===== config.mk =====
export PLATFORM = sky130hd
export DESIGN_NAME = cmd_lane
export DESIGN_NICKNAME = d
export VERILOG_FILES = /design/src/causal_multicast_delivery_assert.svh /design/src/cmd_pkg.sv /design/src/cmd_lane.sv
export SDC_FILE = /design/constraint.sdc
export NUM_CORES = 1
export LEC_CHECK = 0
export ABC_AREA = 1
export ABC_CLOCK_PERIOD_IN_PS = 2400
export BUFFER_PORTS_ARGS = -buffer_cell sky130_fd_sc_hd__clkbuf_2
export CORE_MARGIN = 2
export CORE_UTILIZATION = 54
export DETAILED_ROUTE_END_ITERATION = 8
export PLACE_DENSITY_LB_ADDON = 0.15
export SLEW_MARGIN = 20
export SYNTH_ARGS = -nofsm -noshare
export SYNTH_HDL_FRONTEND = slang
export SYNTH_SLANG_ARGS = --single-unit

===== constraint.sdc =====
create_clock -name vclk -period 2.4
set_input_delay 0.48 -clock vclk [all_inputs]
set_output_delay 0.48 -clock vclk [all_outputs]
set_load 0.02 [all_outputs]

===== src/causal_multicast_delivery_assert.svh =====
// ---------------------------------------------------------------------------
// Causal multicast delivery: assertion macros
// Shared property forms used by the concurrent checks of the block.
// ---------------------------------------------------------------------------
`ifndef CAUSAL_MULTICAST_DELIVERY_ASSERT_SVH
`define CAUSAL_MULTICAST_DELIVERY_ASSERT_SVH

// Same-cycle implication, disabled while reset is asserted.
`define CMD_ASSERT_NOW(lbl, clk, rst_n, ante, cons, msg) \
    lbl: assert property (@(posedge clk) disable iff (!(rst_n)) (ante) |-> (cons)) \
        else $error(msg);

// Next-cycle implication, disabled while reset is asserted.
`define CMD_ASSERT_NEXT(lbl, clk, rst_n, ante, cons, msg) \
    lbl: assert property (@(posedge clk) disable iff (!(rst_n)) (ante) |=> (cons)) \
        else $error(msg);

`endif


===== src/cmd_pkg.sv =====
// ---------------------------------------------------------------------------
// Causal multicast delivery package
// Sizes, codes and item types shared by the block's modules.
// ---------------------------------------------------------------------------
`default_nettype none

package cmd_pkg;

    localparam int NODES        = 8;
    localparam int HOLD_DEPTH   = 16;
    localparam int CW           = 32;
    localparam int NODE_W       = $clog2(NODES);
    localparam int CNT_W        = $clog2(NODES + 1);
    localparam int HIDX_W       = $clog2(HOLD_DEPTH);
    localparam int HCNT_W       = $clog2(HOLD_DEPTH + 1);
    localparam int ROW_W        = NODES * CW;

    typedef enum logic [1:0] {
        ACT_SEND = 2'd0,
        ACT_RECV = 2'd1,
        ACT_INIT = 2'd2
    } t_action;

    typedef enum logic [2:0] {
        KIND_SEND    = 3'd0,
        KIND_DELIVER = 3'd1,
        KIND_BUFFER  = 3'd2,
        KIND_HELD    = 3'd3,
        KIND_DROP    = 3'd4,
        KIND_INIT    = 3'd5
    } t_kind;

    typedef enum logic [1:0] {
        CFG_NODE_COUNT  = 2'd0,
        CFG_SELF_ID     = 2'd1,
        CFG_START_VALUE = 2'd2
    } t_cfg_idx;

    typedef enum logic [2:0] {
        ST_IDLE,
        ST_SEND,
        ST_READ,
        ST_CHECK,
        ST_FLUSH
    } t_state;

    typedef struct packed {
        logic [1:0]  action;
        logic [2:0]  sender_id;
        logic        causal_mode;
        logic [31:0] clock_0;
        logic [31:0] clock_1;
        logic [31:0] clock_2;
        logic [31:0] clock_3;
        logic [31:0] clock_4;
        logic [31:0] clock_5;
        logic [31:0] clock_6;
        logic [31:0] clock_7;
    } t_in;

    typedef struct packed {
        logic [2:0]  kind;
        logic [2:0]  node_id;
        logic [31:0] counter_value;
        logic        violates;
        logic        last;
    } t_out;

endpackage

`default_nettype wire


===== src/cmd_lane.sv =====
// ---------------------------------------------------------------------------
// Readiness lane
// Tests one vector entry of a message against the local vector clock.
// ---------------------------------------------------------------------------
`default_nettype none

module cmd_lane (
    input  wire logic [cmd_pkg::NODE_W-1:0] i_idx,
    input  wire logic [cmd_pkg::CNT_W-1:0]  i_cnt,
    input  wire logic [cmd_pkg::NODE_W-1:0] i_sender,
    input  wire logic [cmd_pkg::NODE_W-1:0] i_self,
    input  wire logic [cmd_pkg::CW-1:0]     i_local,
    input  wire logic [cmd_pkg::CW-1:0]     i_vec,
    output logic                            o_ok
);

    logic [cmd_pkg::CW-1:0] local_inc;

    assign local_inc = i_local + cmd_pkg::CW'(1);

    always_comb begin
        if (i_idx == i_sender) begin
            // The sender's entry must be exactly one past what we have seen,
            // even when a smaller node count no longer covers the sender.
            o_ok = (local_inc == i_vec);
        end else if ({1'b0, i_idx} >= i_cnt) begin
            o_ok = 1'b1;
        end else if (i_idx == i_self) begin
            o_ok = 1'b1;
        end else begin
            o_ok = (i_vec <= i_local);
        end
    end

endmodule

`default_nettype wire


==> results_dict.tcl, run 1 <==
set metrics [dict create \
    avgSynthCellArea_sq_um 5.435 \
    hpwl_um 6453 \
    setup-tns-final_ps -218.2 \
    fp-row-count 24 \
    design.die.area_sq_um 4934 \
    post-route-drc-count 0 \
    grt_remaining_overflow 0 \
    drive_above_1_share 0.3102 \
    post-synth-top-area-cell "sky130_fd_sc_hd__nand2_1" \
    globalplace.congestion 0.9232 \
    rsz0062_at_grt "yes" \
    floorplan.die.height_um 70.25 \
    fin_cells 629 \
    total_internal_power_w 0.0002493 \
    io_buffers 78 \
    grt_start_max_net_pins 7 \
    setup.worst_path.start "i_local[13]" \
    worstHoldPathType "in -> out" \
    synthesis.area_sq_um 2370 \
    antennaDiodeCount 0 \
    crit_required_ps 1920 \
    clock_power_share 0 \
    numSequentialCells 0 \
    antenna_found_initial 0 \
    core-area_sq_um 4294 \
    synth-warning-count 0 \
    syn_to_final_growth_pct 44.51 \
    global_route.usage.total 0.3032 \
    endpoint_class_of_the_critical_path "output port" \
    final.period_utilization 1.091 \
    fin_nets 692 \
    worstMarginPinSlew_ps 320.5 \
    synth-seq-area-share 0 \
    clockBufferCount 0 \
    failed_checks "setup timing" \
    final.setup.worst_slack_ps -218.2 \
    global_route_wire_length_before_repair_um 12660 \
    worst-endpoint-arrival_ps 2140 \
    worst_setup_path_start_kind "input pin" \
    number_of_vias_per_cell_after_detailed_routing 5.178 \
    yosys.area.top_type_share 0.2186 \
    power_switching_share 0.5223 \
    initial_core_util 0.5519 \
    die_w_um 70.25 \
    num_vias 3257 \
    totalPowerFinal_w 0.0005220 \
    hold_viol_final 0 \
    num_io_pins 78 \
    worstPathMaxFanout 5 \
    vdd.ir_drop.worst_mv 0.1133 \
    place_inst 625 \
    grt_pass1_vias 3155 \
    cp-endpoint "o_ok" \
    outcome "finished, violations left" \
    p_switching_w 0.0002726 \
    crit_type "in -> out" \
    fmax_mhz 381.9 \
    detail-route-antenna-nets 0 \
    drt-wirelength-per-cell_um 12.11 \
    seq_area_sq_um 0 \
    max_cap_viol_count 0 \
    power.density_cell_area_nw_per_um2 152.4 \
    leakagePower_nw 1.973 \
    power_frac_comb 1.000 \
    pre_repair_dr_iteration_count 5 \
    detailedRoute.firstIterationViolations 303 \
    yosys-top-cells-count "sky130_fd_sc_hd__nand2_1 (138), sky130_fd_sc_hd__inv_1 (72), sky130_fd_sc_hd__nor2_1 (55)" \
    synth_cells 436 \
    drt-total-wl_um 7619 \
    timing.final.max_slew_violations 0 \
    post-synth-top-count-cell "sky130_fd_sc_hd__nand2_1" \
    final-setup-viol-count 1 \
    maxSlewHeadroom 0.7864 \
    final_period_minus_worst_setup_slack_ps 2618 \
    power.share.sequential 0 \
    area_contributors_post_synth "sky130_fd_sc_hd__nand2_1 (22%), sky130_fd_sc_hd__ha_1 (19%), sky130_fd_sc_hd__inv_1 (11%)" \
    netlist-cell-type-count 25 \
    synth_fp_nets 549 \
]
==> layout make-up <==
cell class	instances	area [sq um]
multi-input combinational	364	2190
inverter	72	270.3
fill	354	869.6
tap	52	65.06
timing repair buffer	141	899.6
==> worst min-delay path by stage <==
stage          depth (start not counted)   startpoint  slack [ps]   end
6_report                               6  i_sender[0]        1460  o_ok
5_1_grt                                6  i_sender[2]        1510  o_ok
4_1_cts                                6  i_sender[2]        1480  o_ok
3_5_place_dp                           6  i_sender[2]        1480  o_ok
3_3_place_gp                           6  i_sender[2]        1470  o_ok
2_1_floorplan                          4     i_idx[2]        1280  o_ok
==> cell usage in the layout (no fill, tap or decap), types with 2 or more instances in the layout <==
master | Yosys | routed
sky130_fd_sc_hd__o21ai_1 | 2 | 2
sky130_fd_sc_hd__nand3b_1 | 5 | 5
sky130_fd_sc_hd__nor2_1 | 55 | 45
sky130_fd_sc_hd__xnor2_1 | 15 | 15
sky130_fd_sc_hd__nand2_2 | 4 | 10
sky130_fd_sc_hd__o21a_1 | 2 | 2
sky130_fd_sc_hd__buf_4 | 0 | 63
sky130_fd_sc_hd__nand4_1 | 6 | 6
sky130_fd_sc_hd__inv_1 | 72 | 72
sky130_fd_sc_hd__nand2_4 | 2 | 3
sky130_fd_sc_hd__nor2_4 | 8 | 10
sky130_fd_sc_hd__ha_1 | 36 | 35
sky130_fd_sc_hd__nor2_2 | 2 | 10
sky130_fd_sc_hd__nor3_1 | 8 | 7
sky130_fd_sc_hd__nand3_2 | 0 | 3
sky130_fd_sc_hd__buf_8 | 0 | 3
sky130_fd_sc_hd__clkbuf_2 | 0 | 74
sky130_fd_sc_hd__xor2_1 | 20 | 20
sky130_fd_sc_hd__a21oi_1 | 19 | 19
sky130_fd_sc_hd__nand3_1 | 27 | 24
sky130_fd_sc_hd__o21bai_1 | 3 | 3
sky130_fd_sc_hd__nand2_1 | 138 | 131
sky130_fd_sc_hd__o21ai_0 | 6 | 6
==> power groups by stage <==
stage	sequential, W	clock (W)	combinational [W]
after global routing	0	0	0.000586
after floorplan	0	0	0.000257
final	0	0	0.000522
after detailed placement	0	0	0.000483
after global placement	0	0	0.000465
after CTS	0	0	0.000500
==> through the flow <==
stage	area, sq um	util	hold WS [ps]	worst slack [ps]
finish	3425	0.7975	1458	-218.2
global route	3425	0.7975	1510	-390.2
CTS	3334	0.7765	1479	-199.0
detailed placement	3268	0.7611	1483	-357.9
global placement	3268	0.7611	1466	-326.7
floorplan	2370	-	1275	129.6
==> routing by layer <==
metal  global-route usage  share of wire  vias to the layer above
met1               0.3707           0.41                     1457
met4              0.06838          0.025                        0
met5                    0              0                        -
met2               0.5734           0.51                      108
li1                     -              -                     1670
met3              0.01732          0.061                       22
==> repair_timing <==
| item | CTS | global route |
|---|---|---|
| hold buffers | 0 | 0 |
| buffers inserted | 0 | 4 |
| pin swaps | 6 | 20 |
| gates resized for setup | 14 | 22 |
| endpoints found under the setup margin | 1 | 1 |
==> logic make-up after synthesis <==
logic type               share of synthesized area
adder cells (fa/ha/maj)                     0.1901
AND/OR/NAND/NOR                             0.4773
AO/OA/AOI/OAI                              0.08923
buffers and inverters                       0.1140
XOR/XNOR                                    0.1294
==> worst max-delay path, cell delays in order <==
cell,delay (ps)
sky130_fd_sc_hd__clkbuf_2,110
sky130_fd_sc_hd__buf_4,120
sky130_fd_sc_hd__nand2_2,80
sky130_fd_sc_hd__nor2_4,150
sky130_fd_sc_hd__nand2_2,80
sky130_fd_sc_hd__nor2_4,190
sky130_fd_sc_hd__nand2_1,80
sky130_fd_sc_hd__nand2_1,70
sky130_fd_sc_hd__nand2_1,60
sky130_fd_sc_hd__nand2_1,60
sky130_fd_sc_hd__nand2_1,40
sky130_fd_sc_hd__nor2_1,100
sky130_fd_sc_hd__nand2_1,70
sky130_fd_sc_hd__nor2_2,150
sky130_fd_sc_hd__nand3_2,90
sky130_fd_sc_hd__nand2_2,90
sky130_fd_sc_hd__buf_8,110
(Power assumes the default switching activity.)
==> run 2: changes to the inputs <==
- ABC_CLOCK_PERIOD_IN_PS: 2400 -> 2800
- clock period: 2.4 -> 2.8 ns (I/O delays scaled with it)
==> run 2 against run 1 <==
Compared with the run above: the flow now finishes without violations; via count down 7.4%; core utilization down 8.9 points; wire length down 14%; worst hold slack gained 130 ps; die area unchanged; largest cell class unchanged; largest power group unchanged; clock-buffer cell count unchanged; highest routed layer unchanged; worst setup slack gained 230 ps.
==> results_dict.tcl, run 2 (same netlist as run 1, synthesis figures left out) <==
set metrics [dict create \
    endpoint_class_of_the_critical_path "output port" \
    outcome "finished clean" \
    number_of_vias_per_cell_after_detailed_routing 5.180 \
    rsz0062_at_grt "yes" \
    power.density_cell_area_nw_per_um2 126.1 \
    die_w_um 70.25 \
    holdPathEnd "o_ok" \
    final-setup-viol-count 0 \
    final_period_minus_worst_setup_slack_ps 2789 \
    fp-row-count 24 \
    drt-total-wl_um 6566 \
    dpl_worst_slack_ps -111.1 \
    max_cap_viol_count 0 \
    globalplace.congestion 0.9440 \
    crit_required_ps 2240 \
    drive_above_1_share 0.2302 \
    grt_remaining_overflow 0 \
    pre_repair_dr_iteration_count 5 \
    initial_core_util 0.5519 \
    grt_start_max_net_pins 7 \
    worstPathMaxFanout 5 \
    num_vias 3015 \
    num_io_pins 78 \
    maxSlewHeadroom 0.7779 \
    whs_path_depth 6 \
    detail-route-antenna-nets 0 \
    post-route-drc-count 0 \
    hold-worst-slack_ps 1584 \
    leakagePower_nw 1.740 \
    numSequentialCells 0 \
    worstHoldPathType "in -> out" \
    floorplan.die.height_um 70.25 \
    antenna_found_initial 0 \
    vdd.ir_drop.worst_mv 0.09509 \
    place_inst 579 \
    grt_pass1_vias 2702 \
    hold_start "i_sender[2]" \
    fin_cells 582 \
    hold_viol_final 0 \
    postCtsHoldBufs 0 \
    detailedRoute.firstIterationViolations 196 \
    clockBufferCount 0 \
    hpwl_um 5801 \
    seq_area_sq_um 0 \
    final.setup.worst_slack_ps 11.10 \
    fmax_mhz 358.6 \
    finish.utilization 0.7080 \
    crit_type "in -> out" \
    worst-endpoint-arrival_ps 2230 \
    final_cell_mix "sky130_fd_sc_hd__nand2_1 (137), sky130_fd_sc_hd__clkbuf_2 (75), sky130_fd_sc_hd__inv_1 (72), sky130_fd_sc_hd__nor2_1 (48), sky130_fd_sc_hd__ha_1 (35)" \
    syn_to_final_growth_pct 28.30 \
    io_buffers 78 \
    mostFrequentLayoutCell "sky130_fd_sc_hd__nand2_1" \
    core-area_sq_um 4294 \
    drt-wirelength-per-cell_um 11.28 \
    worst_setup_path_start_kind "input pin" \
    global_route.usage.total 0.2627 \
    fin_nets 645 \
    totalPowerFinal_w 0.0003835 \
    design.die.area_sq_um 4934 \
    final.period_utilization 0.9960 \
    timing.final.max_slew_violations 0 \
    worstMarginPinSlew_ps 333.2 \
    global_route_wire_length_before_repair_um 10980 \
    antennaDiodeCount 0 \
]
[run 2: cell count changes in the layout (fill, tap and decap cells not counted), sizes merged]
cell / delta
clkbuf: +1
buf: -48
[run 2: worst max-delay path, stage by stage]
cell	delay [ps]
sky130_fd_sc_hd__buf_8	80
sky130_fd_sc_hd__ha_4	140
sky130_fd_sc_hd__nand2_4	50
sky130_fd_sc_hd__nor2_4	150
sky130_fd_sc_hd__nand2_2	100
sky130_fd_sc_hd__nor2_4	220
sky130_fd_sc_hd__nand2_1	80
sky130_fd_sc_hd__nand2_1	70
sky130_fd_sc_hd__nand2_1	70
sky130_fd_sc_hd__nand2_1	70
sky130_fd_sc_hd__nand2_1	50
sky130_fd_sc_hd__nor2_1	100
sky130_fd_sc_hd__nand2_1	70
sky130_fd_sc_hd__nor2_2	100
sky130_fd_sc_hd__nand3_1	90
sky130_fd_sc_hd__nand2_1	100
sky130_fd_sc_hd__buf_6	120
[run 2: worst max path at each step]
stage                     startpoint    to  slack (ps)  depth (start not counted)
after detailed placement  i_local[0]  o_ok        -110                         15
after global placement    i_local[0]  o_ok         -70                         15
after global routing      i_local[2]  o_ok        -160                         14
after floorplan           i_local[0]  o_ok         370                         13
final                     i_local[1]  o_ok          10                         17
after CTS                 i_local[1]  o_ok           2                         17
[run 2: what timing repair did]
item	4_1_cts	5_1_grt
cloned	0	0
endpoints found under the hold margin	0	0
pin swaps	6	14
resized for setup	9	16
setup endpoints to repair	1	1
setup buffers	0	3
[run 2: cell type report]
class,count,area [sq um]
Fill cell,409,1254
Multi-Input combinational cell,364,2152
Tap cell,52,65.06
Inverter,72,270.3
Timing Repair Buffer,94,553.0
[run 2: stage by stage]
step | cell area, sq um | setup TNS (ps)
final | 3040 | 0
after global routing | 3040 | -161.0
after detailed placement | 2923 | -111.1
after floorplan | 2370 | 0
after CTS | 2964 | 0
after global placement | 2923 | -67.18
[run 2: routing by layer]
metal  GRT usage  wire length [um]
met1      0.3481              2906
met2      0.4843              3111
met3    0.007215               414
met4     0.02991               134
met5           0                 0
[run 2: power by group]
| part | total (W) | switching (W) | internal (W) |
|---|---|---|---|
| registers | 0 | 0 | 0 |
| clock network | 0 | 0 | 0 |
| logic | 0.000383 | 0.000211 | 0.000172 |
