$ cat src/causal_multicast_delivery_assert.svh
// ---------------------------------------------------------------------------
// Causal multicast delivery: assertion macros
// Shared property forms used by the concurrent checks of the block.
// ---------------------------------------------------------------------------
`ifndef CAUSAL_MULTICAST_DELIVERY_ASSERT_SVH
`define CAUSAL_MULTICAST_DELIVERY_ASSERT_SVH

// Same-cycle implication, disabled while reset is asserted.
`define CMD_ASSERT_NOW(lbl, clk, rst_n, ante, cons, msg) \
    lbl: assert property (@(posedge clk) disable iff (!(rst_n)) (ante) |-> (cons)) \
        else $error(msg);

// Next-cycle implication, disabled while reset is asserted.
`define CMD_ASSERT_NEXT(lbl, clk, rst_n, ante, cons, msg) \
    lbl: assert property (@(posedge clk) disable iff (!(rst_n)) (ante) |=> (cons)) \
        else $error(msg);

`endif

$ cat src/cmd_ram.sv
// ---------------------------------------------------------------------------
// Generic RAM
// One write port and one read port with registered read data.
// ---------------------------------------------------------------------------
`default_nettype none

module cmd_ram #(
    parameter int WIDTH = 8,
    parameter int DEPTH = 16
) (
    input  wire logic                     i_clk,
    input  wire logic                     i_we,
    input  wire logic [$clog2(DEPTH)-1:0] i_waddr,
    input  wire logic [WIDTH-1:0]         i_wdata,
    input  wire logic [$clog2(DEPTH)-1:0] i_raddr,
    output logic      [WIDTH-1:0]         o_rdata
);

    logic [WIDTH-1:0] r_mem [DEPTH];

    always_ff @(posedge i_clk) begin
        if (i_we) begin
            r_mem[i_waddr] <= i_wdata;
        end
        o_rdata <= r_mem[i_raddr];
    end

endmodule

`default_nettype wire

$ cat config.mk
export PLATFORM = sky130hd
export DESIGN_NAME = cmd_ram
export DESIGN_NICKNAME = d
export VERILOG_FILES = /design/src/causal_multicast_delivery_assert.svh /design/src/cmd_ram.sv
export SDC_FILE = /design/constraint.sdc
export NUM_CORES = 1
export LEC_CHECK = 0
export BUFFER_PORTS_ARGS = -buffer_cell sky130_fd_sc_hd__buf_2
export CAP_MARGIN = 20
export CORE_MARGIN = 3
export CORE_UTILIZATION = 49
export DETAILED_ROUTE_END_ITERATION = 10
export PLACE_DENSITY = 0.71
export SLEW_MARGIN = 10
export SYNTH_ARGS = -nofsm -noshare
export SYNTH_HDL_FRONTEND = slang
export SYNTH_SLANG_ARGS = --single-unit
$ cat constraint.sdc
create_clock -name i_clk -period 2.35 [get_ports i_clk]
set_input_delay 0.235 -clock i_clk [delete_from_list [all_inputs] [get_ports i_clk]]
set_output_delay 0.235 -clock i_clk [all_outputs]
set_load 0.01 [all_outputs]
==> results of run 1 <==
[cell type report]
cell class                      count  area share
Tap cell                          133      0.0273
Clock buffer                       29      0.0836
Sequential cell                   136       0.658
Multi-Input combinational cell     83       0.174
Timing Repair Buffer               45      0.0473
Clock inverter                      3      0.0105
[synth_stat cells]
master             n  area [sq um]
edfxtp_1         128          3840
mux4_2            18           405
a22oi_1           16           120
mux4_1            14           368
nor2_1            13          48.8
nand2_1            9          33.8
dfxtp_1            8           160
nor3_1             4          20.0
buf_2              3          15.0
buf_6              3          33.8
clkdlybuf4s25_2    3          30.0
nand2b_1           2          12.5
nand3b_1           2          15.0
and2_1             1          6.26
and2b_1            1          7.51
buf_4              1          7.51
nand3_1            1          5.00
nor2b_1            1          6.26
or3b_2             1          8.76
[flip-flops by register name (all words and copies together) (netlist names)]
name / cells
o_rdata: 8
r_mem: 128
[power by group through the flow]
stage,combinational (mW),sequential (mW),clock (mW)
after floorplan,0.138,2.78,0
after global placement,0.246,2.78,0
after detailed placement,0.252,2.78,0
after CTS,0.254,2.73,2.56
after global routing,0.272,2.73,2.67
final,0.250,2.73,2.52
[routing by layer]
layer,global-route usage,vias up,wire length (um)
met1,0.241,1277,4080
met4,0.0857,2,204
met3,0.0537,17,604
met2,0.286,95,4790
met5,0,-,13
li1,-,1082,-
[cells by family (layout without fill, tap and decap cells)]
group           count (synthesis)  after routing
compound gates                 16             16
buf+inv                        10             77
simple gates                   35             35
flops                         136            136
mux                            32             32
[path summary, 6_finish.rpt]
path / start / to / depth (start not counted)
max: r_mem[0][2] / o_rdata[2] / 3
min: i_wdata[7] / r_mem[4][7] / 1
max reg2reg: r_mem[0][2] / o_rdata[2] / 3
min reg2reg: r_mem[13][2] / o_rdata[2] / 3
[metrics by stage]
stage | cell area [sq um] | setup slack [ns] | power (mW) | std cells
2_1_floorplan | 5150 | 0.622 | 2.92 | 229
3_3_place_gp | 5520 | 0.649 | 3.02 | 397
3_5_place_dp | 5520 | 0.650 | 3.03 | 397
4_1_cts | 6090 | 0.987 | 5.55 | 429
5_1_grt | 6090 | 0.903 | 5.68 | 429
6_report | 6090 | 0.996 | 5.50 | 429
==> impl.org, run 1 <==
** Worst setup path
- The worst setup path is of the reg2reg kind.
- The number of buffers and inverters on the critical path is 0.
- Worst path required time :: approximately 2.8 ns
- Cell type group with the largest total delay on the critical path :: multiplexers
- Cell at the slowest stage of the critical path :: mux4_1
- Data on the critical path arrives at its endpoint at around 1.8 ns.
- The worst register-to-register path has a setup slack of between 0.9 and 1 ns.
- The worst setup path is launched from a flip-flop.
- Crit-path max cell delay :: between 0.5 and 0.6 ns
- The worst setup path is captured at a flip-flop.
- Critical path, cell by cell :: mux4_1 > a22oi_1 > nand2_1
- In this run the worst path has a maximum fanout of 1.

** Drt
- Summed over all layers, the routed wires come to around 9700 um.
- Antenna Nets Post-Route :: 0
- After detailed routing, the average wire length per cell comes to ~23 um.
- Vias per cell :: roughly 5.8
- The first TritonRoute pass finished after 5 iterations.
- Count of unresolved DRC violations after routing :: 0
- The routed layout has about 2500 vias.
- The detailed router finished its first iteration with 225 violations.

** Power and ir drop
- VDD sags by at most between 0.0003 and 0.0004 V.
- Of the total power, the clock network draws 0.458.
- Of the total power, registers draw 0.496.
- Int Pwr :: about 4.5 mW
- Leakage :: roughly 2.1 nW
- Switching Power :: a little over 1 mW
- Of the total power, combinational logic draws 0.045.
- Cell Pwr Density :: between 900 and 1000 mW/mm^2
- Switching part of the total :: 0.187

** Logic synthesis
- The share of the Yosys chip area taken by registers is 0.778.
- Simple logic cell fraction of the synthesized area :: 0.0318
- Number of distinct library cells after synthesis :: 19
- Counting every instance in the synthesized netlist gives around 230.
- After synthesis the cells add up to ~0.0051 sq mm.
- Area share of xor/xnor cells in the synthesized design :: 0
- Synthesized area per cell :: 22.5 sq um
- Number of warnings issued by yosys :: 0
- Number of flip-flops and latches in the synthesized netlist :: 136
- Mux share of post-synthesis cell area :: 0.150
- Post-Syn Nets :: 247
- Post-Synth Adder-Cell Area :: 0
- Synth Area in Compound Gates :: 0.0233
- Main combinational cell family by area after synthesis :: multiplexers

** Placement
- The congestion estimate from routability-driven global placement came to ~0.82.
- Post-detail-place hpwl :: approximately 6000 um
- The count of buffers added on input and output ports is 25.

** Clocking
- In this run the post-CTS setup repair buffer count came out at 0.
- The H-tree generated during clock tree synthesis spans 4 levels.
- Buffers inserted during clock tree synthesis total 17.
- Post-CTS repair changed the size of 0 cells.
- The tree is rooted in a clkbuf_8.
- Counting along the longest clock path gives a buffer depth of 2.
- CTS tree :: built
- Number of clock sinks :: roughly 140
- Worst-skew pair later-pin latency :: between 0.5 and 0.6 ns
- In this run, post-CTS hold repair placed 0 buffers.
- Clock-pin transition on the worst setup and hold timing paths :: 0.06 ns

** STA
- Hold is met by approximately 0.10 ns.
- Worst rel slew slack :: 0.532
- Summed over all failing endpoints, the final setup total negative slack is 0 ns.
- The final hold violation count came to 0.
- Between clock sinks in the finished design, the worst skew comes to ~0.0056 ns.
- Fmax :: between 700 and 800 MHz
- The final number of max-transition violations was 0.
- Of the available clock period, the critical path in the final layout requires 0.576.
- Unrepaired setup endpoints after global routing :: false
- Minimum period implied by the final worst setup slack :: 1.35 ns
- Number of failing setup endpoints in the final timing report :: 0
- Measured slew at the worst slew-check pin :: around 0.70 ns

** Final layout
- Number of antenna cells inserted :: 0
- Fill cells :: roughly 710
- Summing all multi-input logic gate instances after layout gives 0.00106 sq mm.
- From synthesis to final layout, the design area changed by 18.3%.
- In the final layout, flip-flops and latches occupy roughly 0.004 sq mm.
- Finished Core Util :: 0.609
- Of the cells placed in the final design, the portion with a size suffix greater than 1 is 0.297.
- After the last flow step, the layout net total stands at about 300.
- The top cell types in the final layout, fill and taps aside, are 128 x edfxtp_1, 25 x buf_2, 19 x buf_4, 18 x mux4_2.
- Leaving out fill and tap cells, the most frequent cell in the layout is edfxtp_1.

** Global route
- The number of global-route vias before repair is approximately 2500.
- Entering global routing, the biggest net connects 33 pins.
- The number of antenna violations at the first check in global routing came to 1.
- Global routing usage summed across all routing layers :: 0.184
- First-pass GRT wire length :: 14800 um
- Total overflow reported by the global router :: 0

** Run status
- The run finished with clean final reports.

** Floorplanning
- The floorplan step set the die width to about 110 um.
- The floorplan step defined a die boundary enclosing around 0.012 sq mm.
- Number of standard-cell rows in the floorplan :: 36
- The die is between 100 and 150 um tall.
- 26 I/O pins were placed.
- In this run the standard cell core region covers between 0.009 and 0.01 sq mm.
- Initial standard-cell utilization of the core :: 0.515

** Hold path
- The path class of the tightest hold or removal check is in2reg.

** Flow run
- Across the run, the number of max-cap violations was 0.
No activity file was read; power rests on OpenSTA's default activity.
==> run 2: changes to the inputs <==
--- a/config.mk
+++ b/config.mk
@@ -5,12 +5,13 @@
 export SDC_FILE = /design/constraint.sdc
 export NUM_CORES = 1
 export LEC_CHECK = 0
+export ABC_AREA = 1
 export BUFFER_PORTS_ARGS = -buffer_cell sky130_fd_sc_hd__buf_2
 export CAP_MARGIN = 20
 export CORE_MARGIN = 3
 export CORE_UTILIZATION = 49
 export DETAILED_ROUTE_END_ITERATION = 10
-export PLACE_DENSITY = 0.71
+export PLACE_DENSITY = 0.73
 export SLEW_MARGIN = 10
 export SYNTH_ARGS = -nofsm -noshare
 export SYNTH_HDL_FRONTEND = slang
==> constraint.sdc (replaced) <==
create_clock -name i_clk -period 1.15 [get_ports i_clk]
set_input_delay 0.115 -clock i_clk [delete_from_list [all_inputs] [get_ports i_clk]]
set_output_delay 0.115 -clock i_clk [all_outputs]
set_load 0.01 [all_outputs]
==> run 2 against run 1 <==
  * Power up 130%
  * Critical path type is now reg2out
  * Critical path depth down 2
  * Largest cell class unchanged
  * Via count up 59%
  * Design area up 13%
  * Count of clock-buffer cells in the layout down 10
  * Critical endpoint is now o_rdata[7]
==> impl.org, run 2 <==
** Flow run
- Across the run, the number of max-cap violations was 0.

** Floorplanning
- The floorplan step defined a die boundary enclosing between 0.01 and 0.015 sq mm.
- The initial utilization of the core area, before any placement, comes to 0.516.
- Floorplan die height :: ~110 um
- Row generation in the floorplan step produced 38 rows.
- The region available for standard cell placement spans approximately 0.011 sq mm.
- The floorplan step set the die width to approximately 110 um.
- For this design the top-level I/O count stands at 26.

** Worst setup path
- Critical path class :: reg2out
- Worst path required time :: 1.03 ns
- At the worst endpoint, the arrival time is between 0.9 and 1 ns.
- The largest individual stage delay along the critical path comes from the cell dfxtp_1.
- Along the worst path, the maximum fanout reaches 1.
- The critical path goes through buf_2.
- Worst setup EP type :: output pin
- The worst setup path is launched from a flip-flop.
- The number of buffers and inverters on the critical path is 1.
- Crit-path max cell delay :: ~0.37 ns
- Cell type group with the largest total delay on the critical path :: flip-flops

** Global route
- In the global route stage, overall resource usage came out at 0.225.
- The number of antenna violations at the first check in global routing came to 0.
- Met3 layer usage reported by global route :: 0.0518
- In this run the most used layer during global routing was met2.
- In the global route stage, met2 resource usage came out at 0.381.
- In the global route stage, met1 resource usage came out at 0.277.
- Pin count of the biggest net entering global routing :: 34
- Summed over all layers, the global routing overflow is 0.
- The first global-routing pass estimated around 22000 um of wire.
- The number of global-route vias before repair is 4139.

** STA
- Minimum period implied by the final worst setup slack :: 1.04 ns
- Setup slack on the critical path of the routed design comes to 0.108 ns.
- The final number of max-transition violations was 0.
- Fin. Hold Viols :: 0
- For the pin with the worst max-slew slack, the measured transition is around 0.4 ns.
- In the finished design, the share of the clock period the worst path needs comes to 0.906.
- For this run, the top clock speed supported by timing is around 960 MHz.
- On the final layout, the worst clock skew is ~0.0057 ns.
- Number of failing setup endpoints in the final timing report :: 0
- Unrepaired setup endpoints after global routing :: false
- Worst rel slew slack :: 0.734

** Final layout
- In the final layout, the registers with the most flip-flops are r_mem: 128 flops, o_rdata: 8 flops.
- Ranked by flip-flop count, first place goes to r_mem.
- Fraction of final layout cells sized beyond drive strength 1 :: 0.145
- Flip-flop count of the largest register after layout :: 128
- Number of antenna cells inserted :: 0
- Finished Core Util :: 0.617
- Area growth, synth to finish :: 19.5%
- The library cells used most frequently in the layout, excluding fill and tap cells, are 173 x nand2_1, 128 x edfxtp_1, 100 x inv_1, 97 x nand3_1.
- Number of nets at the end of the flow :: a little over 600
- The finished layout holds between 700 and 800 standard cells, fillers aside.
- Most common cell after layout, fill and taps aside :: nand2_1
- With fillers left out, the area of the finished cells amounts to between 0.006 and 0.007 sq mm.

** Placement
- At the end of routability-driven placement, the weighted congestion stood at around 0.86.
- In this run, placement finished with an instance count of 722.
- At the placement stage, the worst setup path has a slack of -0.0597 ns.
- Count of buffers from port buffering :: 25
- Post-detail-place hpwl :: 8590 um
- After detailed placement, the total cell area comes to ~0.0062 sq mm.

** Logic synthesis
- In the synthesized netlist the dominant register cell turns out to be edfxtp_1.
- The mapped netlist covers 0.00577 sq mm.
- For this run, the register share of the synthesized area comes to 0.694.
- The largest total area in the synthesized netlist belongs to edfxtp_1.
- Synthesized area per cell :: about 10 sq um
- Synthesis inferred roughly 140 register bits.
- By area the synthesized netlist is led by edfxtp_1 67%, nand2_1 11%, nand3_1 8.4%.
- Yosys printed 0 warnings.
- Top cell type's share of synthesized area :: 0.667
- Count of flip-flops with a built-in enable after synthesis :: roughly 130
- Synthesis produced a netlist with a net count of about 570.
- In the synthesized netlist, the number of instances is around 550.
- The most common cell in the synthesized netlist is nand2_1.
- Number of distinct library cells after synthesis :: 12
- In the synthesized netlist, the cells that appear most often are 173 x nand2_1, 128 x edfxtp_1, 100 x inv_1.
- Ys async rst share :: 0

** Power and ir drop
- Of the total power, the share spent switching nets is 0.199.
- Worst vdd ir :: just under 0.001 V
- Int Pwr :: 10.2 mW
- In this run the static leakage power is around 3.0 nW.
- Clock share of power :: 0.502
- For this design the ratio of total power to cell area is 1840 mW/mm^2.
- Sequential share of power :: 0.440
- Switching Power :: 2.52 mW
- Of the total power, combinational logic draws 0.058.

** Clocking
- Worst-skew pair later-pin latency :: between 0.4 and 0.5 ns
- In this run the clock root is driven by a clkbuf_16.
- Postcts setup bufs :: 0
- Clock tree buffer depth :: 2
- Buffers inserted during clock tree synthesis total 17.
- TritonCTS built the clock tree.
- Post-cts resize count :: 0
- Clock-pin slew was measured on the worst setup and hold paths at 0.05 ns.
- CTS built an H-tree with a depth of 4.
- The tree built by TritonCTS fans out to between 100 and 150 sinks.
- Number of hold buffers added after CTS :: 0

** Drt
- Vias per cell :: ~5.2
- For this block, the initial DRC count from the detailed router was around 370.
- Count of unresolved DRC violations after routing :: 0
- After detailed routing, the total wire length is ~14000 um.
- Via count :: 3943
- Antenna Nets Post-Route :: 0
- Dividing the detail-routed wire length by the instance count gives about 18 um.
- The first detailed-routing pass ran for 5 iterations.

** Run status
- The flow ran to the end, and the final reports show no timing, DRC or antenna violations.

** Hold path
- The path class of the tightest hold or removal check is in2reg.
-- run 2: path summary, 6_finish.rpt --
check | start | slack (ns) | cells after the start | to
worst max-delay path | o_rdata[7] | 0.11 | 1 | o_rdata[7]
worst min-delay path | i_wdata[5] | 0.12 | 1 | r_mem[0][5]
worst max register to register | r_mem[1][5] | 0.11 | 6 | o_rdata[5]
worst min register to register | r_mem[10][0] | 0.67 | 6 | o_rdata[0]
-- run 2: logic make-up after synthesis --
family / after synthesis / share of synthesized area
DFF: 136 / 0.694
and+or+nand+nor: 289 / 0.210
buffers and inverters: 126 / 0.0952
-- run 2: final cells by class --
class,count,area [sq um]
Tap cell,140,175
Timing Repair Buffer,55,413
Clock inverter,13,248
Multi-Input combinational cell,289,1210
Clock buffer,19,453
Inverter,102,383
Fill cell,869,4280
Sequential cell,136,4000
-- run 2: stage by stage --
stage	setup TNS, ns	power [mW]	hold WS [ns]
finish	0	12.7	0.125
global route	0	13.0	0.134
CTS	0	12.8	0.123
detailed placement	-0.826	6.41	0.530
global placement	-0.0438	6.38	0.528
floorplan	0	6.08	0.214
-- run 2: layer usage --
| layer | routed length [um] | vias to the layer above | part of all wire |
|---|---|---|---|
| met5 | 0 | - | 0 |
| met2 | 6950 | 162 | 0.50 |
| met1 | 5710 | 1877 | 0.41 |
| met4 | 327 | 0 | 0.024 |
| li1 | - | 1877 | - |
| met3 | 912 | 27 | 0.066 |
-- run 2: power groups by stage --
stage	logic [mW]	registers, mW	clock network (mW)
after detailed placement	0.725	5.69	0
after global routing	0.811	5.59	6.64
after floorplan	0.391	5.69	0
after global placement	0.704	5.68	0
after CTS	0.737	5.59	6.43
final	0.737	5.58	6.36
==> run 3: changes to the inputs <==
--- a/config.mk
+++ b/config.mk
@@ -11,7 +11,7 @@
 export CORE_MARGIN = 3
 export CORE_UTILIZATION = 49
 export DETAILED_ROUTE_END_ITERATION = 10
-export PLACE_DENSITY = 0.73
+export PLACE_DENSITY = 0.71
 export SLEW_MARGIN = 10
 export SYNTH_ARGS = -nofsm -noshare
 export SYNTH_HDL_FRONTEND = slang
==> constraint.sdc (replaced) <==
create_clock -name i_clk -period 1.1 [get_ports i_clk]
set_input_delay 0.11 -clock i_clk [delete_from_list [all_inputs] [get_ports i_clk]]
set_output_delay 0.11 -clock i_clk [all_outputs]
set_load 0.01 [all_outputs]
==> run 3 against run 2 <==
  * Utilization is 0.36 points higher
  * Critical endpoint unchanged
  * Non-clock buffer count is 1 lower
  * Combinational power is 7.3% higher
  * Routed wire length is 3.7% lower
  * Clock skew is 0.0037 ns higher
  * Register-to-register slack worse by 0.03 ns
  * Critical path depth stayed put
  * Worst hold slack worse by 0.0086 ns
  * First-iteration DRC count is 15% lower
  * Highest routed layer unchanged
==> impl.org, run 3 (synthesized netlist as in run 2, its figures left out) <==
** STA
- Fmax :: ~970 MHz
- Maximum clock skew at final layout :: 0.00944 ns
- Setup violations remaining at the end of the flow were counted as 0.
- The clock period could shrink to about 1.0 ns.
- The final hold violation count came to 0.
- Max Transition Viols Final :: 0
- Worst rel slew slack :: 0.709
- Measured slew at the worst slew-check pin :: around 0.44 ns
- Setup repair after global routing left no endpoint under its margin.
- Dividing the final minimum period by the clock period gives 0.938.
- Setup TNS :: 0 ns

** Worst setup path
- The worst setup path is captured at an output pin.
- On the critical path the largest part of the delay comes from flip-flops.
- Number of buffers and inverters on the critical path :: 1
- Crit path launch type :: flip-flop
- In this run the worst path has a maximum fanout of 1.
- FF-to-FF path depth :: 6
- Worst path required time :: 0.99 ns
- Cell at the slowest stage of the critical path :: dfxtp_1
- The critical path is of the reg2out type.
- Crit-path max cell delay :: approximately 0.37 ns
- In this run the number of cells on the critical path is 1.
- For the worst setup path, the data arrival time is between 0.9 and 1 ns.
- Critical path, cell by cell :: buf_2

** Power and ir drop
- Total power :: around 13 mW
- Cell Pwr Density :: a little under 2000 mW/mm^2
- Worst vdd ir :: approximately 0.0010 V
- Leakage :: approximately 3.0 nW

** Global route
- Met1 routing resource usage after global routing :: 0.291
- Number of antenna violations at the first check in global routing :: 1
- Total overflow reported by the global router :: 0
- First-pass GRT wire length :: around 21000 um
- The number of global-route vias before repair came to about 3900.
- Across every metal layer, demand over resource in global routing totals 0.218.
- Met3 layer usage reported by global route :: 0.0428
- Pin count of the biggest net entering global routing :: 38
- For this run, global-route usage on met2 was measured as 0.368.
- The layer flagged by global routing as most heavily used is met2.

** Final layout
- After filler insertion, the fill cell instance count of the layout stands at 863.
- In the final layout, the multi-input gates occupy approximately 0.0012 sq mm.
- For this run, the post-layout net count is ~600.
- Counting flops per register, the top entry is r_mem.
- Non-filler cells, final :: 753
- From synthesis to final layout, the design area changed by 20.2%.
- Finished Core Util :: 0.620
- The largest registers in the layout are r_mem: 128 flops, o_rdata: 8 flops.
- Commonest cells after routing, fill and taps aside :: 173 x nand2_1, 128 x edfxtp_1, 100 x inv_1, 96 x nand3_1, 25 x buf_2
- The library cell used most frequently in the layout, excluding fill and tap cells, is nand2_1.
- Summing all non-filler instances in the final layout gives an area of between 0.006 and 0.007 sq mm.
- Across the whole layout, storage elements account for around 0.004 sq mm.
- In the final layout, the share of cells above drive strength 1 is 0.141.
- Flip-flop count of the largest register after layout :: between 100 and 150

** Floorplanning
- X dimension of the die :: approximately 110 um
- The initialized floorplan defines 38 standard-cell rows.
- For this configuration, the core starts out at a cell density of 0.516.
- The die is 114 um tall.
- The region available for standard cell placement spans 0.0112 sq mm.
- 26 I/O pins were placed.
- The die covers approximately 0.013 sq mm.

** Clocking
- Post-CTS timing repair inserted 0 buffers for setup.
- Clock latency on the worst-skew pair, taken at its later pin, is roughly 0.4 ns.
- Clock root buffer :: clkbuf_16
- After clock tree synthesis, the clock-pin slew on the worst setup and hold paths is 0.06 ns.
- Once the clock tree was built, the resizer swapped 0 gates to a different size.
- TritonCTS built the clock tree.
- TritonCTS buffer count :: 17
- Number of H-tree levels :: 4
- The longest clock path from root to sink contains 2 buffers.
- Number of hold buffers added after CTS :: 0
- Number of clock sinks :: ~140

** Placement
- The count of buffers added on input and output ports is 25.
- Count of placed standard cells including taps :: 721
- Summing all placed instances gives a cell area of 0.00623 sq mm.
- Post-detail-place hpwl :: between 8000 and 9000 um
- Last weighted congestion value of the routability-driven placer :: around 0.8

** Drt
- The first detailed-routing pass ran for 5 iterations.
- Dividing the detail-routed wire length by the instance count gives between 15 and 20 um.
- Summed over all layers, the routed wires come to between 10000 and 15000 um.
- DRT iter0 DRCs :: about 310
- Count of unresolved DRC violations after routing :: 0
- Dividing the detail-routed via count by the number of cells gives roughly 5.3.
- In this run the remaining antenna-violating nets after routing total 0.
- Via count :: 3964

** Flow run
- Max-cap check violation count :: 0

** Hold path
- Counting instances, the worst hold path has a depth of 1.
- Worst hold-check path type :: in2reg

** Run status
- Status :: complete, no violations
-- run 3: power breakdown --
group / total (mW) / internal [mW] / leakage (nW) / switching (mW)
Sequential: 5.83 / 5.79 / 1.22 / 0.0406
Clock: 6.68 / 4.55 / 0.331 / 2.14
Combinational: 0.791 / 0.265 / 1.48 / 0.526
Total: 13.3 / 10.6 / 3.04 / 2.70
-- run 3: path summary, 6_finish.rpt --
path,start,endpoint,slack [ns]
worst max register to register,r_mem[15][6],o_rdata[6],0.08
worst min-delay path,i_wdata[2],r_mem[1][2],0.12
worst max-delay path,o_rdata[7],o_rdata[7],0.07
worst min register to register,r_mem[2][0],o_rdata[0],0.66
-- run 3: final cells by class --
type                       count  area share
timing repair buffer          54      0.0657
clock inverter                11      0.0352
tap                          140      0.0253
inverter                     102      0.0553
clock buffer                  20      0.0645
multi-input combinational    289       0.176
sequential                   136       0.578
antenna                        1    0.000361
-- run 3: stage by stage --
| step | setup WS (ns) | hold slack (ns) |
|---|---|---|
| 6_report | 0.0680 | 0.116 |
| 5_1_grt | 0.0121 | 0.122 |
| 4_1_cts | 0.0475 | 0.117 |
| 3_5_place_dp | -0.0954 | 0.506 |
| 3_3_place_gp | -0.0692 | 0.506 |
| 2_1_floorplan | 0.0392 | 0.209 |
-- run 3: metal layers --
layer  vias to the layer above  wire length [um]
met5                         -                 0
met4                         0               116
met3                        12               957
met2                       179              6650
met1                      1896              5670
li1                       1877                 -
